[src/design/pcsh_pkg.sv]
`timescale 1ns / 1ps
// ----------------------------------------------------------------------------
// pcsh_pkg
// Shared types, codes and constants of the program-counter histogram block.
// ----------------------------------------------------------------------------
package pcsh_pkg;

  localparam int NUM_BINS_DEF = 4096;
  localparam int NUM_CPUS_DEF = 8;

  localparam int DATA_W   = 32;
  localparam int CFG_IDX_W = 3;
  localparam int RIDX_W   = 13;

  // register indexes on the configuration port
  localparam logic [CFG_IDX_W-1:0] REG_PROFILE_MODE    = 3'd0;
  localparam logic [CFG_IDX_W-1:0] REG_BIN_SHIFT       = 3'd1;
  localparam logic [CFG_IDX_W-1:0] REG_TEXT_BASE       = 3'd2;
  localparam logic [CFG_IDX_W-1:0] REG_BIN_COUNT       = 3'd3;
  localparam logic [CFG_IDX_W-1:0] REG_CPU_ENABLE_MASK = 3'd4;

  // opcodes
  localparam logic [1:0] OP_SAMPLE = 2'd0;
  localparam logic [1:0] OP_READ   = 2'd1;
  localparam logic [1:0] OP_CLEAR  = 2'd2;

  // profile modes
  localparam logic [1:0] MODE_OFF   = 2'd0;
  localparam logic [1:0] MODE_TICK  = 2'd1;
  localparam logic [1:0] MODE_SCHED = 2'd2;

  // result status codes
  localparam logic [2:0] ST_COUNTED  = 3'd0;
  localparam logic [2:0] ST_IGNORED  = 3'd1;
  localparam logic [2:0] ST_READ_OK  = 3'd2;
  localparam logic [2:0] ST_READ_END = 3'd3;
  localparam logic [2:0] ST_CLEARED  = 3'd4;

  // register reset values
  localparam logic [12:0] BIN_COUNT_RST = 13'd4096;
  localparam logic [7:0]  CPU_MASK_RST  = 8'hFF;

  typedef struct packed {
    logic [1:0]        profile_mode;
    logic [4:0]        bin_shift;
    logic [DATA_W-1:0] text_base;
    logic [12:0]       bin_count;
    logic [7:0]        cpu_enable_mask;
  } cfg_t;

endpackage

[src/design/pcsh_engine.sv]
`timescale 1ns / 1ps
// ----------------------------------------------------------------------------
// pcsh_engine
// Sequencer: qualifies samples, forms bin addresses, runs the read-modify-
// write on the bin store, sweeps the store clear and holds the response.
// ----------------------------------------------------------------------------
module pcsh_engine
  import pcsh_pkg::*;
#(
  parameter int NUM_BINS = NUM_BINS_DEF,
  parameter int NUM_CPUS = NUM_CPUS_DEF,
  parameter int IDX_W    = 12
) (
  input  logic              clk,
  input  logic              rst,
  input  cfg_t              cfg,
  // request side
  input  logic              req_valid,
  output logic              req_ready,
  input  logic [1:0]        req_opcode,
  input  logic [1:0]        req_hit_type,
  input  logic [31:0]       req_pc,
  input  logic              req_user,
  input  logic [2:0]        req_cpu_id,
  input  logic [RIDX_W-1:0] req_read_index,
  // response side
  output logic              rsp_valid,
  input  logic              rsp_ready,
  output logic [2:0]        rsp_status,
  output logic [DATA_W-1:0] rsp_data,
  // bin store
  output logic              ram_we,
  output logic [IDX_W-1:0]  ram_waddr,
  output logic [DATA_W-1:0] ram_wdata,
  output logic              ram_re,
  output logic [IDX_W-1:0]  ram_raddr,
  input  logic [DATA_W-1:0] ram_rdata
);

  localparam int LIM_W = ($clog2(NUM_BINS + 1) > RIDX_W) ? $clog2(NUM_BINS + 1) : RIDX_W;
  localparam logic [IDX_W-1:0] LAST_ADDR = IDX_W'(NUM_BINS - 1);

  localparam logic [2:0] S_IDLE = 3'd0;
  localparam logic [2:0] S_ADDR = 3'd1;
  localparam logic [2:0] S_RD   = 3'd2;
  localparam logic [2:0] S_DATA = 3'd3;
  localparam logic [2:0] S_OUT  = 3'd4;
  localparam logic [2:0] S_CLR  = 3'd5;

  logic [2:0]        state;
  logic [1:0]        opcode;
  logic [1:0]        hit_type;
  logic [31:0]       pc;
  logic              user;
  logic [2:0]        cpu_id;
  logic [RIDX_W-1:0] read_index;
  logic              is_count;
  logic [IDX_W-1:0]  addr;
  logic [IDX_W-1:0]  clr_addr;
  logic              clr_item;
  logic [2:0]        res_status;
  logic [DATA_W-1:0] res_data;

  logic [LIM_W-1:0]  limit;
  logic [31:0]       offset;
  logic [31:0]       bin_raw;
  logic [31:0]       last_bin;
  logic              sample_ok;
  logic [IDX_W-1:0]  sample_addr;

  // bins in use, clamped to 1..NUM_BINS
  always_comb begin
    if (cfg.bin_count == '0) begin
      limit = LIM_W'(1);
    end else if (LIM_W'(cfg.bin_count) > LIM_W'(NUM_BINS)) begin
      limit = LIM_W'(NUM_BINS);
    end else begin
      limit = LIM_W'(cfg.bin_count);
    end
  end

  assign offset   = pc - cfg.text_base;
  assign bin_raw  = offset >> cfg.bin_shift;
  assign last_bin = 32'(limit - LIM_W'(1));
  assign sample_addr = (bin_raw > last_bin) ? IDX_W'(last_bin) : IDX_W'(bin_raw);

  assign sample_ok = !user
                  && (32'(cpu_id) < NUM_CPUS)
                  && cfg.cpu_enable_mask[cpu_id]
                  && (cfg.profile_mode == MODE_TICK || cfg.profile_mode == MODE_SCHED)
                  && (hit_type == cfg.profile_mode);

  assign req_ready = (state == S_IDLE);

  assign ram_re    = (state == S_RD);
  assign ram_raddr = addr;
  assign ram_we    = (state == S_CLR) || ((state == S_DATA) && is_count);
  assign ram_waddr = (state == S_CLR) ? clr_addr : addr;
  assign ram_wdata = (state == S_CLR) ? '0 : ram_rdata + DATA_W'(1);

  always_ff @(posedge clk) begin
    if (rst) begin
      state     <= S_CLR;
      clr_addr  <= '0;
      clr_item  <= 1'b0;
      rsp_valid <= 1'b0;
    end else begin
      if (rsp_valid && rsp_ready) begin
        rsp_valid <= 1'b0;
      end
      case (state)
        S_IDLE: begin
          if (req_valid) begin
            state <= S_ADDR;
          end
        end
        S_ADDR: begin
          case (opcode)
            OP_SAMPLE: state <= sample_ok ? S_RD : S_OUT;
            OP_READ: begin
              if (read_index != '0 && LIM_W'(read_index) <= limit) begin
                state <= S_RD;
              end else begin
                state <= S_OUT;
              end
            end
            OP_CLEAR: begin
              state    <= S_CLR;
              clr_addr <= '0;
              clr_item <= 1'b1;
            end
            default: state <= S_OUT;
          endcase
        end
        S_RD:   state <= S_DATA;
        S_DATA: state <= S_OUT;
        S_OUT: begin
          // response register must be free or draining this cycle
          if (!rsp_valid || rsp_ready) begin
            rsp_valid <= 1'b1;
            state     <= S_IDLE;
          end
        end
        S_CLR: begin
          if (clr_addr == LAST_ADDR) begin
            state <= clr_item ? S_OUT : S_IDLE;
          end else begin
            clr_addr <= clr_addr + IDX_W'(1);
          end
        end
        default: state <= S_IDLE;
      endcase
    end
  end

  // payload registers
  always_ff @(posedge clk) begin
    if (state == S_IDLE && req_valid) begin
      opcode     <= req_opcode;
      hit_type   <= req_hit_type;
      pc         <= req_pc;
      user       <= req_user;
      cpu_id     <= req_cpu_id;
      read_index <= req_read_index;
    end
    if (state == S_ADDR) begin
      is_count <= 1'b0;
      res_data <= '0;
      case (opcode)
        OP_SAMPLE: begin
          is_count   <= sample_ok;
          addr       <= sample_addr;
          res_status <= sample_ok ? ST_COUNTED : ST_IGNORED;
        end
        OP_READ: begin
          addr <= IDX_W'(read_index - RIDX_W'(1));
          if (read_index == '0) begin
            res_data   <= DATA_W'(1) << cfg.bin_shift;
            res_status <= ST_READ_OK;
          end else if (LIM_W'(read_index) <= limit) begin
            res_status <= ST_READ_OK;
          end else begin
            res_status <= ST_READ_END;
          end
        end
        OP_CLEAR: res_status <= ST_CLEARED;
        default:  res_status <= ST_IGNORED;
      endcase
    end
    // read data lands in the cycle after the store read
    if (state == S_DATA && !is_count) begin
      res_data <= ram_rdata;
    end
    if (state == S_OUT && (!rsp_valid || rsp_ready)) begin
      rsp_status <= res_status;
      rsp_data   <= res_data;
    end
  end

endmodule

[config.mk]
export PLATFORM = sky130hd
export DESIGN_NAME = pcsh_engine
export DESIGN_NICKNAME = d
export VERILOG_FILES = /design/src/design/pcsh_pkg.sv /design/src/design/pcsh_engine.sv
export SDC_FILE = /design/constraint.sdc
export NUM_CORES = 1
export LEC_CHECK = 0
export ABC_AREA = 1
export BUFFER_PORTS_ARGS = -buffer_cell sky130_fd_sc_hd__buf_2
export CAP_MARGIN = 20
export CELL_PAD_IN_SITES_DETAIL_PLACEMENT = 1
export CELL_PAD_IN_SITES_GLOBAL_PLACEMENT = 2
export CORE_UTILIZATION = 29
export CTS_BUF_LIST = sky130_fd_sc_hd__clkbuf_8
export CTS_CLUSTER_SIZE = 24
export DETAILED_ROUTE_END_ITERATION = 16
export PLACE_DENSITY = 0.84
export SLEW_MARGIN = 25
export SYNTH_ARGS = -nofsm -noshare
export SYNTH_HDL_FRONTEND = slang
export SYNTH_SLANG_ARGS = --single-unit
[constraint.sdc]
create_clock -name clk -period 6.6 [get_ports clk]
set_input_delay 0.66 -clock clk [delete_from_list [all_inputs] [get_ports clk]]
set_output_delay 0.66 -clock clk [all_outputs]
set_load 0.1 [all_outputs]
==> run metrics, run 1 <==
ranking of synthesized cells by area=edfxtp_1 32%, nand2_1 14%, nand3_1 8.6%; FF-to-FF Start=pc[0]; most frequent cells in the layout=487 x nand2_1, 266 x inv_1, 243 x buf_2; Die H=213 um; Cells after Synth=about 1800; area leader, netlist=edfxtp_1; root buffer cell=clkbuf_8; Critical Path RT=6.89 ns; Final min period=5.19 ns; area share of the largest cell type after synthesis=0.317; Num CTS Buffers=17; routed length per instance=around 18 um; most common cell after layout, fill and taps aside=nand2_1; multi-input logic area=between 7000 and 8000 sq um; fraction of registers with async set/reset=0; Final Hold Fails=0; vias per cell=4.93; syn avg cell area=7.07 sq um; Slowest-stage cell, CP=fa_1; Gates resized, CTS repair=0; skew final=0.0247 ns; Worst Max-Slew Pin Slew=0.941 ns; max_cap viols=0; global-route wire length before repair=around 73000 um; Top Ports=roughly 240; vias in the first global route=13300; hold depth=1; CTS Sinks=153; largest net degree at the start of global routing=47; FF-to-FF End=ram_raddr[3]; NumNets Final=2294; Post-synth EDFFs=between 100 and 150; Seq/Total Area, Yosys=0.343; critical path startpoint category=flop; DR vias=13100; Hold Path Sink=pc[15]; cts hold-fix bufs=0; fin. max-slew vios=0; # fillers=5568; final core occ=0.350; Hold Crit Start=req_pc[15]; total track usage=0.213; Die W=213 um; worst skew pair latency=0.55 ns; DRC=0; GPL Wtd Cong=0.912; status=complete, no violations; die area=roughly 45000 sq um; FF+latch count, synth=approximately 150; YS warnings=0; Setup CP Type=reg -> reg; setup_tns=0 ns; # port buffers=243; DRT iter0 DRCs=798; Max Freq=just under 200 MHz; library cells used by synthesis=between 50 and 60; Critical Path Max Stage Delay=0.40 ns; final setup violation count=0; RSZ-0062 raised after global routing=false; Arr. time, crit path=about 5.5 ns; final worst path period share=0.786; max_slew headroom=0.370; endpoint class of the critical path=flop; residual overflow from global routing=0; DP HPWL=39400 um; reg-to-reg slack, setup=1.41 ns; Std-Cell Rows=76; Pwr per Cell Area=between 150 and 200 nW/um^2; CP max FO=18; Static Leakage=0.00729 uW; synthesized area=around 13000 sq um; CTS tree=yes; clock buffer depth=2; Reg area=4420 sq um; Main synth FF type=edfxtp_1; Worst R2R Path Depth=33; drt total wl=47600 um; initial antenna violation count=5; clk slew on worst S/H paths=0.10 ns; most frequent CP cell=nand2_1; Layout area overhead=18.0%; TritonRoute pass-1 iters=5; Max IR drop VDD=0.127 mV; Initial Util=0.297; hold crit path type=in -> reg; H-tree levels=4; Core ar.=43500 sq um; Detail Route Antenna Nets=0; share of cells above drive strength 1=0.193; postcts setup bufs=0
-- cell families (layout without fill, tap and decap cells) --
family,Yosys count,after routing,synth area share
DFF,153,153,0.343
other,1,23,0.000291
AOI/OAI and AO/OA,231,231,0.101
adders and majority gates,81,81,0.0792
muxes,1,1,0.000777
xor gates and xnor gates,18,18,0.0122
and+or+nand+nor,1005,1005,0.361
buffers and inverters,333,569,0.102
-- power breakdown --
group	internal (uW)	total (uW)	leakage [uW]	switching (uW)
clock network	388	825	0.000222	437
logic	177	543	0.00572	365
registers	1050	1050	0.00135	0.895
total	1610	2410	0.00729	803
-- how the worst max path moves through the flow --
stage / cells after the start / start / endpoint / slack (ns)
finish: 33 / pc[0] / ram_raddr[3] / 1.41
global route: 35 / pc[0] / ram_raddr[1] / 0.91
CTS: 33 / pc[0] / ram_raddr[3] / 1.50
detailed placement: 31 / cfg[21] / ram_raddr[11] / 1.10
global placement: 35 / cfg[21] / ram_raddr[3] / 1.31
floorplan: 2 / req_valid / cpu_id[0] / 0.29
-- state kept, by name, indices dropped and copies added (netlist names), 12 cells and up --
register	count
res_data	32
pc	32
ram_raddr	12
clr_addr	12
read_index	13
rsp_data	32
-- worst max-delay path, delay by kind of cell, from the launching register on --
family | cells | cell delay (ns)
compound gates | 3 | 0.42
fa+ha+maj | 3 | 0.93
buf+inv | 5 | 0.65
flops | 1 | 0.33
simple gates | 22 | 2.58
-- area by class of cell --
cell class / instances / area share
antenna: 4 / 0.000658
clock buffer: 17 / 0.0154
clock inverter: 15 / 0.0133
inverter: 285 / 0.0703
multi-input combinational: 1355 / 0.476
sequential: 153 / 0.291
tap: 585 / 0.0481
timing repair buffer: 252 / 0.0857
-- cells in the mapped netlist, drive strengths merged, types with 2 or more instances --
cell type and count:
o41ai 2, a21o 4, a21oi 100, or2 6
dfxtp 17, nand3b 5, o21ai 71, o21a 4
o22ai 26, nor4 13, nand4 26, clkbuf 20
inv 277, edfxtp 136, ha 80, nor3 33
xnor2 3, o211ai 5, nand3 252, xor2 15
clkinv 8, nand2 526, nor2 135, buf 28
o31ai 3, and2 7, a211oi 6, o2111ai 3
-- layer usage --
| layer | track usage | wire [um] |
|---|---|---|
| met5 | 0 | 23 |
| met4 | 0.0776 | 1080 |
| met3 | 0.0372 | 2090 |
| met2 | 0.360 | 22600 |
| met1 | 0.271 | 21800 |
-- metrics by stage --
step           instance area (sq um)  setup WS (ns)  std cells  total power [uW]  hold WS, ns
3_3_place_gp                   14700           1.31       2629              1600        0.401
4_1_cts                        15200           1.50       2661              2450        0.226
2_1_floorplan                  13000          0.294       1841              1430        0.400
6_report                       15200           1.41       2666              2410        0.274
3_5_place_dp                   14700           1.10       2629              1610        0.406
5_1_grt                        15200          0.912       2664              2540        0.239
Note: power is estimated with default switching activity, not from simulation.
==> run 2, diff against run 1 <==
clock period = 4.6 ns   (was 6.6 ns; I/O delays follow)
==> run 2 against run 1 <==
  * Non-clock buffer count up 38
  * Register-to-register slack worse by 1.0 ns
  * Critical path type unchanged
  * Die area unchanged
  * Highest routed layer unchanged
  * Clock power up 32%
  * Critical endpoint is now ram_raddr[0]
  * Utilization up 1.3 points
  * Largest cell class unchanged
==> run metrics, run 2 (synthesis gave the netlist of run 1 again) <==
status=complete, no violations; Total Power Consumption=around 3400 uW; max_cap viols=0; DRT iter0 DRCs=just under 900; root buffer cell=clkbuf_8; total internal power=2300 uW; H-tree levels=4; total track usage=0.214; hold crit path type=in -> reg; # port buffers=around 240; Max Freq=237 MHz; die area=45300 sq um; Setup CP Type=reg -> reg; drt total wl=47800 um; sw frac=0.331; CTS tree=yes; FF-to-FF End=ram_raddr[0]; Static Leakage=0.00746 uW; Place WS=-0.0750 ns; reg-to-reg slack, setup=about 0.38 ns; Pwr per Cell Area=approximately 220 nW/um^2; final worst path period share=0.917; initial antenna violation count=5; Final min period=4.22 ns; Layout area overhead=22.5%; final setup margin=roughly 0.38 ns; endpoint class of the critical path=flop; residual overflow from global routing=0; Core ar.=about 43000 sq um; Slowest-stage cell, CP=edfxtp_1; Critical Path Max Stage Delay=0.38 ns; CP max FO=6; most common cell after layout, fill and taps aside=nand2_1; Num CTS Buffers=17; cts hold-fix bufs=0; Arr. time, crit path=4.52 ns; max_slew headroom=0.383; skew final=0.0179 ns; largest net degree at the start of global routing=54; worst skew pair latency=0.55 ns; global-route wire length before repair=74000 um; vias in the first global route=approximately 13000; sequential power share=0.437; met3 wire length=2070 um; routed length per instance=17.7 um; area of placed instances=15000 sq um; DR vias=13400; Worst R2R Path Depth=29; GPL Wtd Cong=0.909; Detail Route Antenna Nets=0; Max IR drop VDD=0.205 mV; Hold WS=0.0764 ns; Critical Path RT=4.90 ns; wire length on met2=23300 um; hold depth=1; Std-Cell Rows=76; DP Cell Count=2665; share of power burned in the clock network=0.318; Hold Path Sink=pc[24]; Die W=213 um; FF-to-FF Start=pc[16]; Post-Route M1 WL=between 20000 and 25000 um; DR top layer=met5; Finished Layout Cells=2701; Top Ports=244; DP HPWL=39100 um; Largest regs=pc: 32 flops, res_data: 32 flops, rsp_data: 32 flops; clk slew on worst S/H paths=0.10 ns; Initial Util=0.297; P_sw=1140 uW; combinational power share=0.244; clock buffer depth=2; TritonRoute pass-1 iters=5; vias per cell=4.95; critical path startpoint category=flop; most frequent cells in the layout=470 x nand2_1, 265 x inv_1, 244 x buf_2; final setup violation count=0; most frequent CP cell=nand2_1; Final Hold Fails=0; share of cells above drive strength 1=0.237; Die H=213 um; fin. max-slew vios=0; Hold Crit Start=req_pc[24]; Worst Max-Slew Pin Slew=0.921 ns; DRC=0; NumNets Final=2332; CTS Sinks=153; final instance area=~16000 sq um
[run 2: what timing repair did]
| item | CTS | global route |
|---|---|---|
| gates resized for setup | 0 | 82 |
| endpoints found under the setup margin | 0 | 12 |
| buffers inserted | 0 | 1 |
[run 2: how the worst max path moves through the flow]
stage	start	endpoint	slack (ns)	depth (start not counted)
floorplan	ram_rdata[0]	ram_wdata[22]	0.42	11
finish	pc[16]	ram_raddr[0]	0.38	29
global route	pc[5]	ram_raddr[0]	-0.02	28
CTS	pc[15]	ram_raddr[11]	0.10	28
global placement	cfg[35]	ram_raddr[3]	0.02	32
detailed placement	cfg[21]	ram_raddr[11]	-0.07	33
[run 2: cell type report]
class                           count  area (sq um)
Antenna cell                        1          2.50
Clock buffer                       18           248
Clock inverter                     14           150
Fill cell                        5566         27700
Inverter                          285          1070
Multi-Input combinational cell   1355          7550
Sequential cell                   153          4420
Tap cell                          585           732
Timing Repair Buffer              290          1620
[run 2: worst max-delay path: cells and delay by family (launching register included)]
kind / cells / cell delay, ns
compound gates: 3 / 0.49
fa+ha+maj: 2 / 0.62
buf+inv: 4 / 0.52
flops: 1 / 0.38
simple gates: 20 / 1.93
[run 2: routing by layer]
metal  global-route usage  vias up
met5                    0        -
met4               0.0573        6
met3               0.0359       51
met2                0.373      291
met1                0.271     6402
li1                     -     6612
[run 2: power groups by stage]
stage	Clock, uW	Combinational [uW]	Sequential (uW)
2_1_floorplan	0	516	1530
3_3_place_gp	0	795	1530
5_1_grt	1180	944	1500
4_1_cts	1140	815	1500
3_5_place_dp	0	810	1530
6_report	1090	839	1500
[run 2: metrics by stage]
stage,utilization,TNS [ns]
floorplan,-,0
global placement,0.346,0
detailed placement,0.346,-0.352
CTS,0.355,0
global route,0.363,-0.0179
finish,0.363,0
