--- config.mk ---
export PLATFORM = sky130hd
export DESIGN_NAME = pcsh_cfg
export DESIGN_NICKNAME = d
export VERILOG_FILES = /design/src/design/pcsh_pkg.sv /design/src/design/pcsh_cfg.sv
export SDC_FILE = /design/constraint.sdc
export NUM_CORES = 1
export LEC_CHECK = 0
export ABC_CLOCK_PERIOD_IN_PS = 1900
export BUFFER_PORTS_ARGS = -buffer_cell sky130_fd_sc_hd__buf_4
export CAP_MARGIN = 20
export CORE_MARGIN = 4
export CORE_UTILIZATION = 52
export CTS_CLUSTER_SIZE = 20
export DETAILED_ROUTE_END_ITERATION = 16
export GPL_TIMING_DRIVEN = 0
export PLACE_DENSITY = 0.84
export SLEW_MARGIN = 15
export SYNTH_ARGS = -nofsm -noshare
export SYNTH_HDL_FRONTEND = slang
export SYNTH_SLANG_ARGS = --single-unit
--- constraint.sdc ---
create_clock -name clk -period 1.9 [get_ports clk]
set_clock_uncertainty 0.1 [all_clocks]
set_input_delay 0.19 -clock clk [delete_from_list [all_inputs] [get_ports clk]]
set_output_delay 0.19 -clock clk [all_outputs]
set_load 0.02 [all_outputs]
--- src/design/pcsh_pkg.sv ---
`timescale 1ns / 1ps
// ----------------------------------------------------------------------------
// pcsh_pkg
// Shared types, codes and constants of the program-counter histogram block.
// ----------------------------------------------------------------------------
package pcsh_pkg;

  localparam int NUM_BINS_DEF = 4096;
  localparam int NUM_CPUS_DEF = 8;

  localparam int DATA_W   = 32;
  localparam int CFG_IDX_W = 3;
  localparam int RIDX_W   = 13;

  // register indexes on the configuration port
  localparam logic [CFG_IDX_W-1:0] REG_PROFILE_MODE    = 3'd0;
  localparam logic [CFG_IDX_W-1:0] REG_BIN_SHIFT       = 3'd1;
  localparam logic [CFG_IDX_W-1:0] REG_TEXT_BASE       = 3'd2;
  localparam logic [CFG_IDX_W-1:0] REG_BIN_COUNT       = 3'd3;
  localparam logic [CFG_IDX_W-1:0] REG_CPU_ENABLE_MASK = 3'd4;

  // opcodes
  localparam logic [1:0] OP_SAMPLE = 2'd0;
  localparam logic [1:0] OP_READ   = 2'd1;
  localparam logic [1:0] OP_CLEAR  = 2'd2;

  // profile modes
  localparam logic [1:0] MODE_OFF   = 2'd0;
  localparam logic [1:0] MODE_TICK  = 2'd1;
  localparam logic [1:0] MODE_SCHED = 2'd2;

  // result status codes
  localparam logic [2:0] ST_COUNTED  = 3'd0;
  localparam logic [2:0] ST_IGNORED  = 3'd1;
  localparam logic [2:0] ST_READ_OK  = 3'd2;
  localparam logic [2:0] ST_READ_END = 3'd3;
  localparam logic [2:0] ST_CLEARED  = 3'd4;

  // register reset values
  localparam logic [12:0] BIN_COUNT_RST = 13'd4096;
  localparam logic [7:0]  CPU_MASK_RST  = 8'hFF;

  typedef struct packed {
    logic [1:0]        profile_mode;
    logic [4:0]        bin_shift;
    logic [DATA_W-1:0] text_base;
    logic [12:0]       bin_count;
    logic [7:0]        cpu_enable_mask;
  } cfg_t;

endpackage

--- src/design/pcsh_cfg.sv ---
`timescale 1ns / 1ps
// ----------------------------------------------------------------------------
// pcsh_cfg
// Configuration register file, written through a plain write port.
// ----------------------------------------------------------------------------
module pcsh_cfg
  import pcsh_pkg::*;
(
  input  logic                 clk,
  input  logic                 rst,
  input  logic                 cfg_we,
  input  logic [CFG_IDX_W-1:0] cfg_index,
  input  logic [DATA_W-1:0]    cfg_wdata,
  output cfg_t                 cfg
);

  always_ff @(posedge clk) begin
    if (rst) begin
      cfg.profile_mode    <= MODE_OFF;
      cfg.bin_shift       <= 5'd0;
      cfg.text_base       <= '0;
      cfg.bin_count       <= BIN_COUNT_RST;
      cfg.cpu_enable_mask <= CPU_MASK_RST;
    end else if (cfg_we) begin
      case (cfg_index)
        REG_PROFILE_MODE:    cfg.profile_mode    <= cfg_wdata[1:0];
        REG_BIN_SHIFT:       cfg.bin_shift       <= cfg_wdata[4:0];
        REG_TEXT_BASE:       cfg.text_base       <= cfg_wdata;
        REG_BIN_COUNT:       cfg.bin_count       <= cfg_wdata[12:0];
        REG_CPU_ENABLE_MASK: cfg.cpu_enable_mask <= cfg_wdata[7:0];
        default: ;
      endcase
    end
  end

endmodule

==> results.py, run 1 <==
metrics = {
    "status": {
        "status": "complete, no violations",
    },
    "floorplan": {
        "design.core.area_mm2": 0.004723,
        "io_pins": 98,
        "chipHeight_um": 77.98,
        "dieArea_mm2": 0.006080,
        "start_util_pct": 53.91,
        "die_x_um": 77.98,
        "fp-row-count": 25,
    },
    "worst_setup_path": {
        "crit_buf_inv": 1,
        "critical_path_arrival_ps": 850,
        "cp.depth": 1,
        "crit_path_end_kind": "output port",
        "crit_type": "flop to output port",
        "reg2reg_depth": 2,
        "r2r_end": "cfg[11]",
        "critPathCapture": "cfg[27]",
        "start_kind": "flop",
        "reg2reg_from": "cfg[11]",
        "max_stage_delay_ps": 360,
        "slowest_stage": "dfxtp_1",
        "ff2ff_setup_slack_ps": 1150,
        "crit_family": "flip-flops",
        "cp_max_fo": 2,
        "worstSetupStartpoint": "cfg[27]",
        "cp.required_ps": 1610,
        "worstPathCellList": "buf_4",
    },
    "clock_network": {
        "cts_resized": 0,
        "clk_latency_ps": 330,
        "cts_buffer_depth": 2,
        "cts.htree.levels": 3,
        "clock_sinks": 60,
        "cts_tree": "built",
        "cts_hold_buf": 0,
        "cts.clk_slew.worst_paths_ps": 60,
        "post_cts_buffers": 0,
        "cts_root_buffer": "clkbuf_8",
        "cts_buffers": 9,
    },
    "yosys": {
        "synth.area.mux_share_pct": 23.59,
        "avgSynthCellArea_um2": 10.44,
        "yosysUniqueCellTypes": 13,
        "ys_ff_latch": 60,
        "synth_xor_area_share_pct": 0,
        "yosys.area.top_type_share_pct": 47.17,
        "synth_area_mm2": 0.002546,
        "synth_area_leaders": "dfxtp_1, mux2i_1, nand2b_1",
        "synth_top_family_by_area": "simple AND/OR/NAND/NOR gates",
        "synthCells": 244,
        "synthSimpleGateAreaFrac_pct": 25.26,
        "yosys.area_share.adder_pct": 0,
        "yosys_warnings": 0,
        "syn_nets": 282,
        "ys_seq_area_share_pct": 47.17,
        "synth_compound_area_share_pct": 0,
        "synth.largest_area_cell": "dfxtp_1",
    },
    "global_route": {
        "grt_pass1_wl_um": 9942,
        "grt_pass1_vias": 2143,
        "grt_max_degree": 11,
        "antenna_found_initial": 0,
        "track_usage_pct": 20.85,
        "gr-total-overflow": 0,
    },
    "sta": {
        "relSlewSlack_pct": 70.54,
        "post-route-period-util_pct": 59.82,
        "slew_violations": 0,
        "max_freq_mhz": 879.9,
        "hold_viol": 0,
        "setup_viol": 0,
        "min_period_ps": 1137,
        "worst_slew_pin_slew_ps": 441.9,
        "tns_ps": 0,
        "rsz0062_at_grt": "no",
    },
    "pwr": {
        "ir_drop_v": 0.0005388,
        "leakagePower_nw": 1.591,
        "p_per_area_mw_per_mm2": 758.6,
        "finalPower_mw": 2.684,
    },
    "routing": {
        "drt_iter0_drc": 56,
        "routed_via_density": 4.860,
        "dr_total_vias": 2051,
        "totalWireLength_um": 6198,
        "wire_per_inst_um": 14.69,
        "drc": 0,
        "postRouteAntennaNets": 0,
        "drtPass1Iterations": 4,
    },
    "finish": {
        "nets": 389,
        "nFillCells": 374,
        "n_antenna_cell": 0,
        "drive_above_1_share_pct": 33.52,
        "utilization_pct": 74.91,
        "reg_top3": "cfg x60",
        "area_growth_pct": 38.97,
        "top_register": "cfg",
        "stdcell_area_mm2": 0.003538,
        "largest_register_ffs": 60,
    },
    "place": {
        "placed_area_mm2": 0.003351,
        "routabilityCongestion": 0.7187,
        "io_buffers": 96,
        "dpl.hpwl_um": 4540,
    },
    "worst_hold_path": {
        "hold_path_class": "input port to flop",
        "hp-start": "cfg_wdata[29]",
    },
    "job": {
        "cap_violations": 0,
    },
}
layer usage:
| metal | vias to the layer above | global-route usage (%) | share of wire [%] |
|---|---|---|---|
| met3 | 16 | 4.988 | 5.7 |
| met2 | 64 | 35.02 | 49 |
| met4 | 0 | 9.790 | 3.0 |
| li1 | 1013 | - | - |
| met5 | - | 0 | 0 |
| met1 | 958 | 25.04 | 42 |
cells by family after synthesis:
kind of cell	count (synthesis)
simple gates	106
mux	60
flops	60
buf+inv	18
per-stage QoR:
step	setup WS (ps)	hold slack, ps	std cells
6_report	763.4	22.87	422
5_1_grt	736.2	24.48	422
4_1_cts	759.9	21.18	422
3_5_place_dp	509.3	366.3	407
3_3_place_gp	549.6	355.3	407
2_1_floorplan	806.0	245.3	244
Yosys cell counts, drive strengths merged:
| cell | instances |
|---|---|
| nand2b | 83 |
| dfxtp | 60 |
| mux2i | 60 |
| nor2 | 18 |
| clkbuf | 10 |
| buf | 8 |
| and4bb | 1 |
| nand4b | 1 |
| nand4bb | 1 |
| nor4bb | 1 |
| or4b | 1 |
worst min-delay path by stage:
| stage | endpoint | slack [ps] | depth (start not counted) |
|---|---|---|---|
| after detailed placement | cfg[6] | 370 | 3 |
| after global placement | cfg[50] | 360 | 3 |
| final | cfg[50] | 20 | 3 |
| after CTS | cfg[42] | 20 | 3 |
| after floorplan | cfg[45] | 250 | 2 |
| after global routing | cfg[50] | 20 | 3 |
final cells by class:
class                           instances  area, um2  area share [%]
Multi-Input combinational cell        166       1244           35.15
Clock buffer                           14      182.7           5.163
Tap cell                               67      83.83           2.369
Sequential cell                        60       1201           33.95
Timing Repair Buffer                   96      720.7           20.37
Clock inverter                          1      5.005          0.1414
Buffer                                 18      101.3           2.864
tightest hold or removal path, delay by kind of cell:
family / cells / cell delay, ps
mux: 1 / 60
simple gates: 1 / 60
buf+inv: 1 / 110
cell usage in the layout, fill, tap and decap left out:
| cell | Yosys | final |
|---|---|---|
| buf_6 | 3 | 3 |
| and4bb_1 | 1 | 1 |
| dfxtp_1 | 60 | 60 |
| nand4bb_1 | 1 | 1 |
| clkinv_2 | 0 | 1 |
| buf_4 | 2 | 98 |
| nor4bb_1 | 1 | 1 |
| nor2_1 | 18 | 18 |
| or4b_4 | 1 | 1 |
| mux2i_1 | 60 | 60 |
| nand2b_1 | 83 | 83 |
| clkbuf_8 | 0 | 13 |
| nand4b_1 | 1 | 1 |
| clkbuf_1 | 10 | 11 |
| buf_2 | 3 | 3 |
power breakdown:
group / switching, mW / total [mW] / internal (mW)
clock: 0.484 / 1.09 / 0.608
sequential: 0.0157 / 1.30 / 1.29
combinational: 0.137 / 0.291 / 0.154
(Power assumes the default switching activity.)
==> run 2, diff against run 1 <==
--- a/config.mk
+++ b/config.mk
@@ -5,15 +5,16 @@
 export SDC_FILE = /design/constraint.sdc
 export NUM_CORES = 1
 export LEC_CHECK = 0
-export ABC_CLOCK_PERIOD_IN_PS = 1900
+export ABC_AREA = 1
+export ABC_CLOCK_PERIOD_IN_PS = 1100
 export BUFFER_PORTS_ARGS = -buffer_cell sky130_fd_sc_hd__buf_4
 export CAP_MARGIN = 20
 export CORE_MARGIN = 4
-export CORE_UTILIZATION = 52
+export CORE_UTILIZATION = 48
 export CTS_CLUSTER_SIZE = 20
 export DETAILED_ROUTE_END_ITERATION = 16
 export GPL_TIMING_DRIVEN = 0
-export PLACE_DENSITY = 0.84
+export PLACE_DENSITY = 0.79
 export SLEW_MARGIN = 15
 export SYNTH_ARGS = -nofsm -noshare
 export SYNTH_HDL_FRONTEND = slang
==> constraint.sdc (replaced) <==
create_clock -name clk -period 1.1 [get_ports clk]
set_clock_uncertainty 0.1 [all_clocks]
set_input_delay 0.11 -clock clk [delete_from_list [all_inputs] [get_ports clk]]
set_output_delay 0.11 -clock clk [all_outputs]
set_load 0.02 [all_outputs]
==> results.py, run 2 <==
metrics = {
    "clock_network": {
        "cts.htree.levels": 3,
        "cts_buffers": 9,
        "clock_sinks": 60,
        "cts_root_buffer": "clkbuf_8",
        "clk_latency_ps": 330,
        "cts_buffer_depth": 2,
        "cts.clk_slew.worst_paths_ps": 60,
        "cts_tree": "built",
    },
    "place": {
        "dpl.hpwl_um": 5054,
        "routabilityCongestion": 0.8315,
        "io_buffers": 97,
    },
    "sta": {
        "worst_slew_pin_slew_ps": 642.8,
        "relSlewSlack_pct": 56.99,
        "rsz0062_at_grt": "no",
        "max_freq_mhz": 963.0,
        "tns_ps": 0,
        "setup_viol": 0,
        "post-route-period-util_pct": 94.40,
        "slew_violations": 0,
        "hold_viol": 0,
        "min_period_ps": 1038,
    },
    "global_route": {
        "grt_max_degree": 11,
        "track_usage_pct": 23.49,
        "antenna_found_initial": 0,
        "grt_pass1_vias": 2574,
        "grt_pass1_wl_um": 11560,
        "gr-total-overflow": 0,
    },
    "floorplan": {
        "die_x_um": 79.97,
        "chipHeight_um": 79.97,
        "dieArea_mm2": 0.006395,
        "fp-row-count": 25,
        "design.core.area_mm2": 0.004880,
        "io_pins": 98,
        "start_util_pct": 50.95,
    },
    "worst_setup_path": {
        "slowest_stage": "dfxtp_1",
        "crit_type": "flop to output port",
        "start_kind": "flop",
        "cp.required_ps": 890,
        "worstSetupStartpoint": "cfg[3]",
        "crit_family": "flip-flops",
        "max_stage_delay_ps": 350,
        "crit_path_end_kind": "output port",
        "crit_buf_inv": 1,
        "cp_max_fo": 2,
        "critical_path_arrival_ps": 830,
        "reg2reg_from": "cfg[56]",
        "worstPathCellList": "buf_4",
    },
    "routing": {
        "dr_total_vias": 2694,
        "routed_via_density": 4.819,
        "drc": 0,
        "wire_per_inst_um": 12.84,
        "drt_iter0_drc": 68,
        "drtPass1Iterations": 4,
        "totalWireLength_um": 7178,
        "postRouteAntennaNets": 0,
    },
    "finish": {
        "multi_input_area_mm2": 0.001022,
        "nFillCells": 437,
        "drive_above_1_share_pct": 26.63,
        "n_antenna_cell": 0,
        "largest_register_ffs": 60,
        "layout_commonest_cell": "nor2_1",
        "reg_top3": "cfg x60",
        "regArea_mm2": 0.001202,
        "top_register": "cfg",
        "most-common-layout-cells": "nor2_1, buf_4, nand2_1",
        "nets": 526,
        "area_growth_pct": 45.95,
    },
    "yosys": {
        "yosysMostFrequentCell": "nor2_1",
        "synth_compound_area_share_pct": 0.2013,
        "synth.largest_area_cell": "dfxtp_1",
        "synthSimpleGateAreaFrac_pct": 40.92,
        "synth-main-ff-cell": "dfxtp_1",
        "synth_area_mm2": 0.002486,
        "synthCells": 364,
        "yosysUniqueCellTypes": 16,
        "yosys.area.top_type_share_pct": 48.31,
        "yosys.area_share.adder_pct": 0,
        "yosys_warnings": 0,
        "yosys-top-cells-count": "nor2_1, nand2_1, nand3_1",
        "synth-edff-count": 0,
        "synth_top_family_by_area": "simple AND/OR/NAND/NOR gates",
        "syn_nets": 402,
        "synth_xor_area_share_pct": 0,
        "ys_seq_area_share_pct": 48.31,
        "synth.area.mux_share_pct": 0,
        "ys_ff_latch": 60,
        "avgSynthCellArea_um2": 6.830,
        "synth_area_leaders": "dfxtp_1, nor2_1, nand3_1",
        "async_flop_share_pct": 0,
    },
    "pwr": {
        "p_per_area_mw_per_mm2": 1310,
        "leakagePower_nw": 1.851,
        "finalPower_mw": 4.752,
        "ir_drop_v": 0.0009170,
    },
    "status": {
        "status": "complete, no violations",
    },
    "job": {
        "cap_violations": 0,
    },
    "worst_hold_path": {
        "hp-start": "cfg_wdata[25]",
        "hold_path_class": "input port to flop",
    },
}
-- run 2: cell types whose count changed after synthesis, sizes merged, moves of 9 or more --
| cell | previous run | this run |
|---|---|---|
| nor2 | 18 | 111 |
| nand2b | 83 | 0 |
| nand2 | 0 | 74 |
| nand3 | 0 | 61 |
| mux2i | 60 | 0 |
| inv | 0 | 37 |
| buf | 8 | 18 |
| clkbuf | 10 | 1 |
-- run 2: worst min-delay path, delay by kind of cell --
kind	cells	cell delay [ps]
simple gates	3	180
buf+inv	2	110
-- run 2: path summary, 6_finish.rpt --
kind / end / slack, ps / cells after the start
max: cfg[3] / 60 / 1
min: cfg[46] / 3 / 5
max reg2reg: cfg[56] / 370 / 2
min reg2reg: cfg[6] / 360 / 2
-- run 2: through the flow --
step           setup slack (ps)  util, %  area [um2]  hold WS [ps]  std cells
2_1_floorplan             245.7        -        2486         136.2        364
3_3_place_gp             -161.0    67.59        3298         231.2        528
3_5_place_dp             -183.0    67.59        3298         236.0        528
4_1_cts                   37.18    74.33        3627        0.9467        559
5_1_grt                   6.313    74.36        3628         6.027        559
6_report                  61.57    74.36        3628         2.568        559
-- run 2: area by class of cell --
cell class                 count  share of cell area, %
clock inverter                 2                 0.2759
inverter                      38                  3.931
tap                           67                  2.310
timing repair buffer         113                  24.48
sequential                    60                  33.14
clock buffer                  13                  4.379
buffer                        19                  3.310
multi-input combinational    247                  28.17
-- run 2: cells by family after synthesis --
family          count (synthesis)
flops                          60
compound gates                  1
simple gates                  246
buf+inv                        57
-- run 2: power by group --
group	internal (mW)	leakage (nW)	total [mW]	switching, mW
clock network	0.922	0.0893	1.71	0.793
registers	2.25	0.489	2.29	0.0408
logic	0.332	1.27	0.745	0.413
total	3.50	1.85	4.75	1.25
-- run 2: layer usage --
| metal | global-route usage (%) | vias up | share of wire (%) |
|---|---|---|---|
| li1 | - | 1352 | - |
| met1 | 26.05 | 1220 | 40 |
| met2 | 41.06 | 106 | 49 |
| met3 | 8.014 | 16 | 9.4 |
| met4 | 8.953 | 0 | 2.0 |
| met5 | 0 | - | 0 |
-- run 2: what timing repair did --
| item | 4_1_cts | 5_1_grt |
|---|---|---|
| endpoints found under the hold margin | 16 | 0 |
| setup buffers | 0 | 0 |
| gates resized for setup | 0 | 1 |
| hold buffers | 16 | 0 |
| setup endpoints to repair | 0 | 1 |
==> run 3, diff against run 2 <==
--- a/config.mk
+++ b/config.mk
@@ -5,7 +5,6 @@
 export SDC_FILE = /design/constraint.sdc
 export NUM_CORES = 1
 export LEC_CHECK = 0
-export ABC_AREA = 1
 export ABC_CLOCK_PERIOD_IN_PS = 1100
 export BUFFER_PORTS_ARGS = -buffer_cell sky130_fd_sc_hd__buf_4
 export CAP_MARGIN = 20
==> results.py, run 3 (synthesis gave the netlist of run 1 again) <==
metrics = {
    "sta": {
        "setup_viol": 0,
        "slew_violations": 0,
        "rsz0062_at_grt": "no",
        "max_freq_mhz": 947.4,
        "worst_slew_pin_slew_ps": 436.1,
        "min_period_ps": 1056,
        "hold_viol": 0,
        "setup_slack_ps": 44.45,
        "relSlewSlack_pct": 70.93,
        "post-route-period-util_pct": 95.96,
    },
    "routing": {
        "totalWireLength_um": 6512,
        "drtPass1Iterations": 4,
        "wire_per_inst_um": 14.25,
        "routed_via_density": 4.700,
        "dr_total_vias": 2148,
        "drc": 0,
        "drt_iter0_drc": 55,
        "postRouteAntennaNets": 0,
    },
    "finish": {
        "reg_top3": "cfg x60",
        "layout_commonest_cell": "buf_4",
        "most-common-layout-cells": "buf_4, nand2b_1, mux2i_1, dfxtp_1, dlygate4sd3_1",
        "nFillCells": 385,
        "drive_above_1_share_pct": 30.49,
        "area_growth_pct": 51.06,
        "multi_input_area_mm2": 0.001244,
        "regArea_mm2": 0.001201,
        "nets": 420,
        "n_antenna_cell": 0,
        "top_register": "cfg",
        "largest_register_ffs": 60,
        "fin_cells": 457,
        "stdcell_area_mm2": 0.003846,
        "utilization_pct": 74.83,
    },
    "worst_setup_path": {
        "reg2reg_depth": 2,
        "crit_path_end_kind": "output port",
        "crit_type": "flop to output port",
        "r2r_end": "cfg[7]",
        "cp.required_ps": 890,
        "crit_buf_inv": 1,
        "critical_path_arrival_ps": 850,
        "reg2reg_from": "cfg[7]",
        "worstPathCellList": "buf_4",
        "ff2ff_setup_slack_ps": 330,
        "cp_max_fo": 2,
        "max_stage_delay_ps": 360,
        "crit_family": "flip-flops",
        "start_kind": "flop",
        "slowest_stage": "dfxtp_1",
    },
    "clock_network": {
        "cts.htree.levels": 3,
        "cts_buffer_depth": 2,
        "post_cts_buffers": 0,
        "cts_root_buffer": "clkbuf_8",
        "clock_sinks": 60,
        "cts_tree": "built",
        "clk_latency_ps": 330,
        "cts_resized": 0,
        "cts.clk_slew.worst_paths_ps": 70,
        "cts_buffers": 9,
        "cts_hold_buf": 31,
    },
    "global_route": {
        "gr-total-overflow": 0,
        "antenna_found_initial": 0,
        "track_usage_pct": 21.46,
        "grt_pass1_wl_um": 10790,
        "grt_pass1_vias": 2301,
        "grt_max_degree": 11,
    },
    "pwr": {
        "ir_drop_v": 0.0008042,
        "pwr-share-clk_pct": 39.0,
        "switching_power_mw": 1.104,
        "leakagePower_nw": 1.716,
        "p_per_area_mw_per_mm2": 1213,
        "comb_power_share_pct": 12.8,
        "pwr-share-seq_pct": 48.2,
        "power.internal_mw": 3.562,
        "netSwitchingFraction_pct": 23.67,
    },
    "floorplan": {
        "design.core.area_mm2": 0.005140,
        "die_x_um": 80.83,
        "chipHeight_um": 80.83,
        "dieArea_mm2": 0.006533,
        "start_util_pct": 49.54,
        "fp-row-count": 26,
        "io_pins": 98,
    },
    "worst_hold_path": {
        "holdPathStages": 3,
        "whs_endpoint": "cfg[15]",
        "hp-start": "cfg_wdata[7]",
        "hold_path_class": "input port to flop",
    },
    "place": {
        "routabilityCongestion": 0.7005,
        "placed_area_mm2": 0.003354,
        "pre_cts_ws_ps": -204.5,
        "placedCellCount": 410,
        "io_buffers": 96,
        "dpl.hpwl_um": 4497,
    },
    "job": {
        "cap_violations": 0,
    },
    "status": {
        "status": "complete, no violations",
    },
}
run 3: cell count changes in the layout (fill, tap and decap cells not counted), sizes merged, moves of 2 or more:
cell         previous run  this run
mux2i                   0        60
dlygate4sd3            16        31
nand2                  74         0
inv                    37         0
clkbuf                 14        25
nand3                  61         0
clkinv                  3         1
nand2b                  0        83
nor2                  111        18
buf                   115       104
run 3: power by group through the flow:
stage	clock network, mW	registers, mW	logic (mW)
after global placement	0	2.29	0.504
after detailed placement	0	2.30	0.510
after floorplan	0	2.35	0.211
after CTS	1.85	2.25	0.599
after global routing	1.94	2.25	0.647
final	1.82	2.25	0.596
run 3: stage by stage:
stage / TNS, ps / hold WS, ps / power, mW
3_3_place_gp: -7935 / 277.8 / 2.799
6_report: 0 / 7.845 / 4.666
3_5_place_dp: -8861 / 291.7 / 2.806
2_1_floorplan: 0 / 165.3 / 2.563
5_1_grt: 0 / 16.02 / 4.842
4_1_cts: 0 / 0.4926 / 4.692
run 3: worst max-delay path by stage:
stage | start | end | slack [ps] | depth (start not counted)
6_report | cfg[57] | cfg[57] | 40 | 1
5_1_grt | cfg[26] | cfg[26] | 9 | 1
4_1_cts | cfg[57] | cfg[57] | 40 | 1
3_5_place_dp | cfg_index[2] | cfg[22] | -200 | 5
3_3_place_gp | rst | cfg[19] | -190 | 4
2_1_floorplan | cfg_index[2] | cfg[21] | 90 | 4
run 3: cell type report:
class                   count  area share, %
clock inverters             1         0.1301
clock buffers              15          4.587
repair buffers            127          26.81
well taps                  70          2.277
flip-flops and latches     60          31.23
multi-input cells         166          32.34
plain buffers              18          2.635
run 3: worst min-delay path: stages:
cell and delay [ps]:
buf_4 120, nand2b_1 80, mux2i_1 70
run 3: metal layers:
metal | up-vias | wire length [um] | track usage (%)
met1 | 1006 | 2801 | 25.14
met2 | 61 | 3203 | 36.62
li1 | 1074 | - | -
met5 | - | 0 | 0
met4 | 0 | 71 | 7.264
met3 | 7 | 435 | 7.206
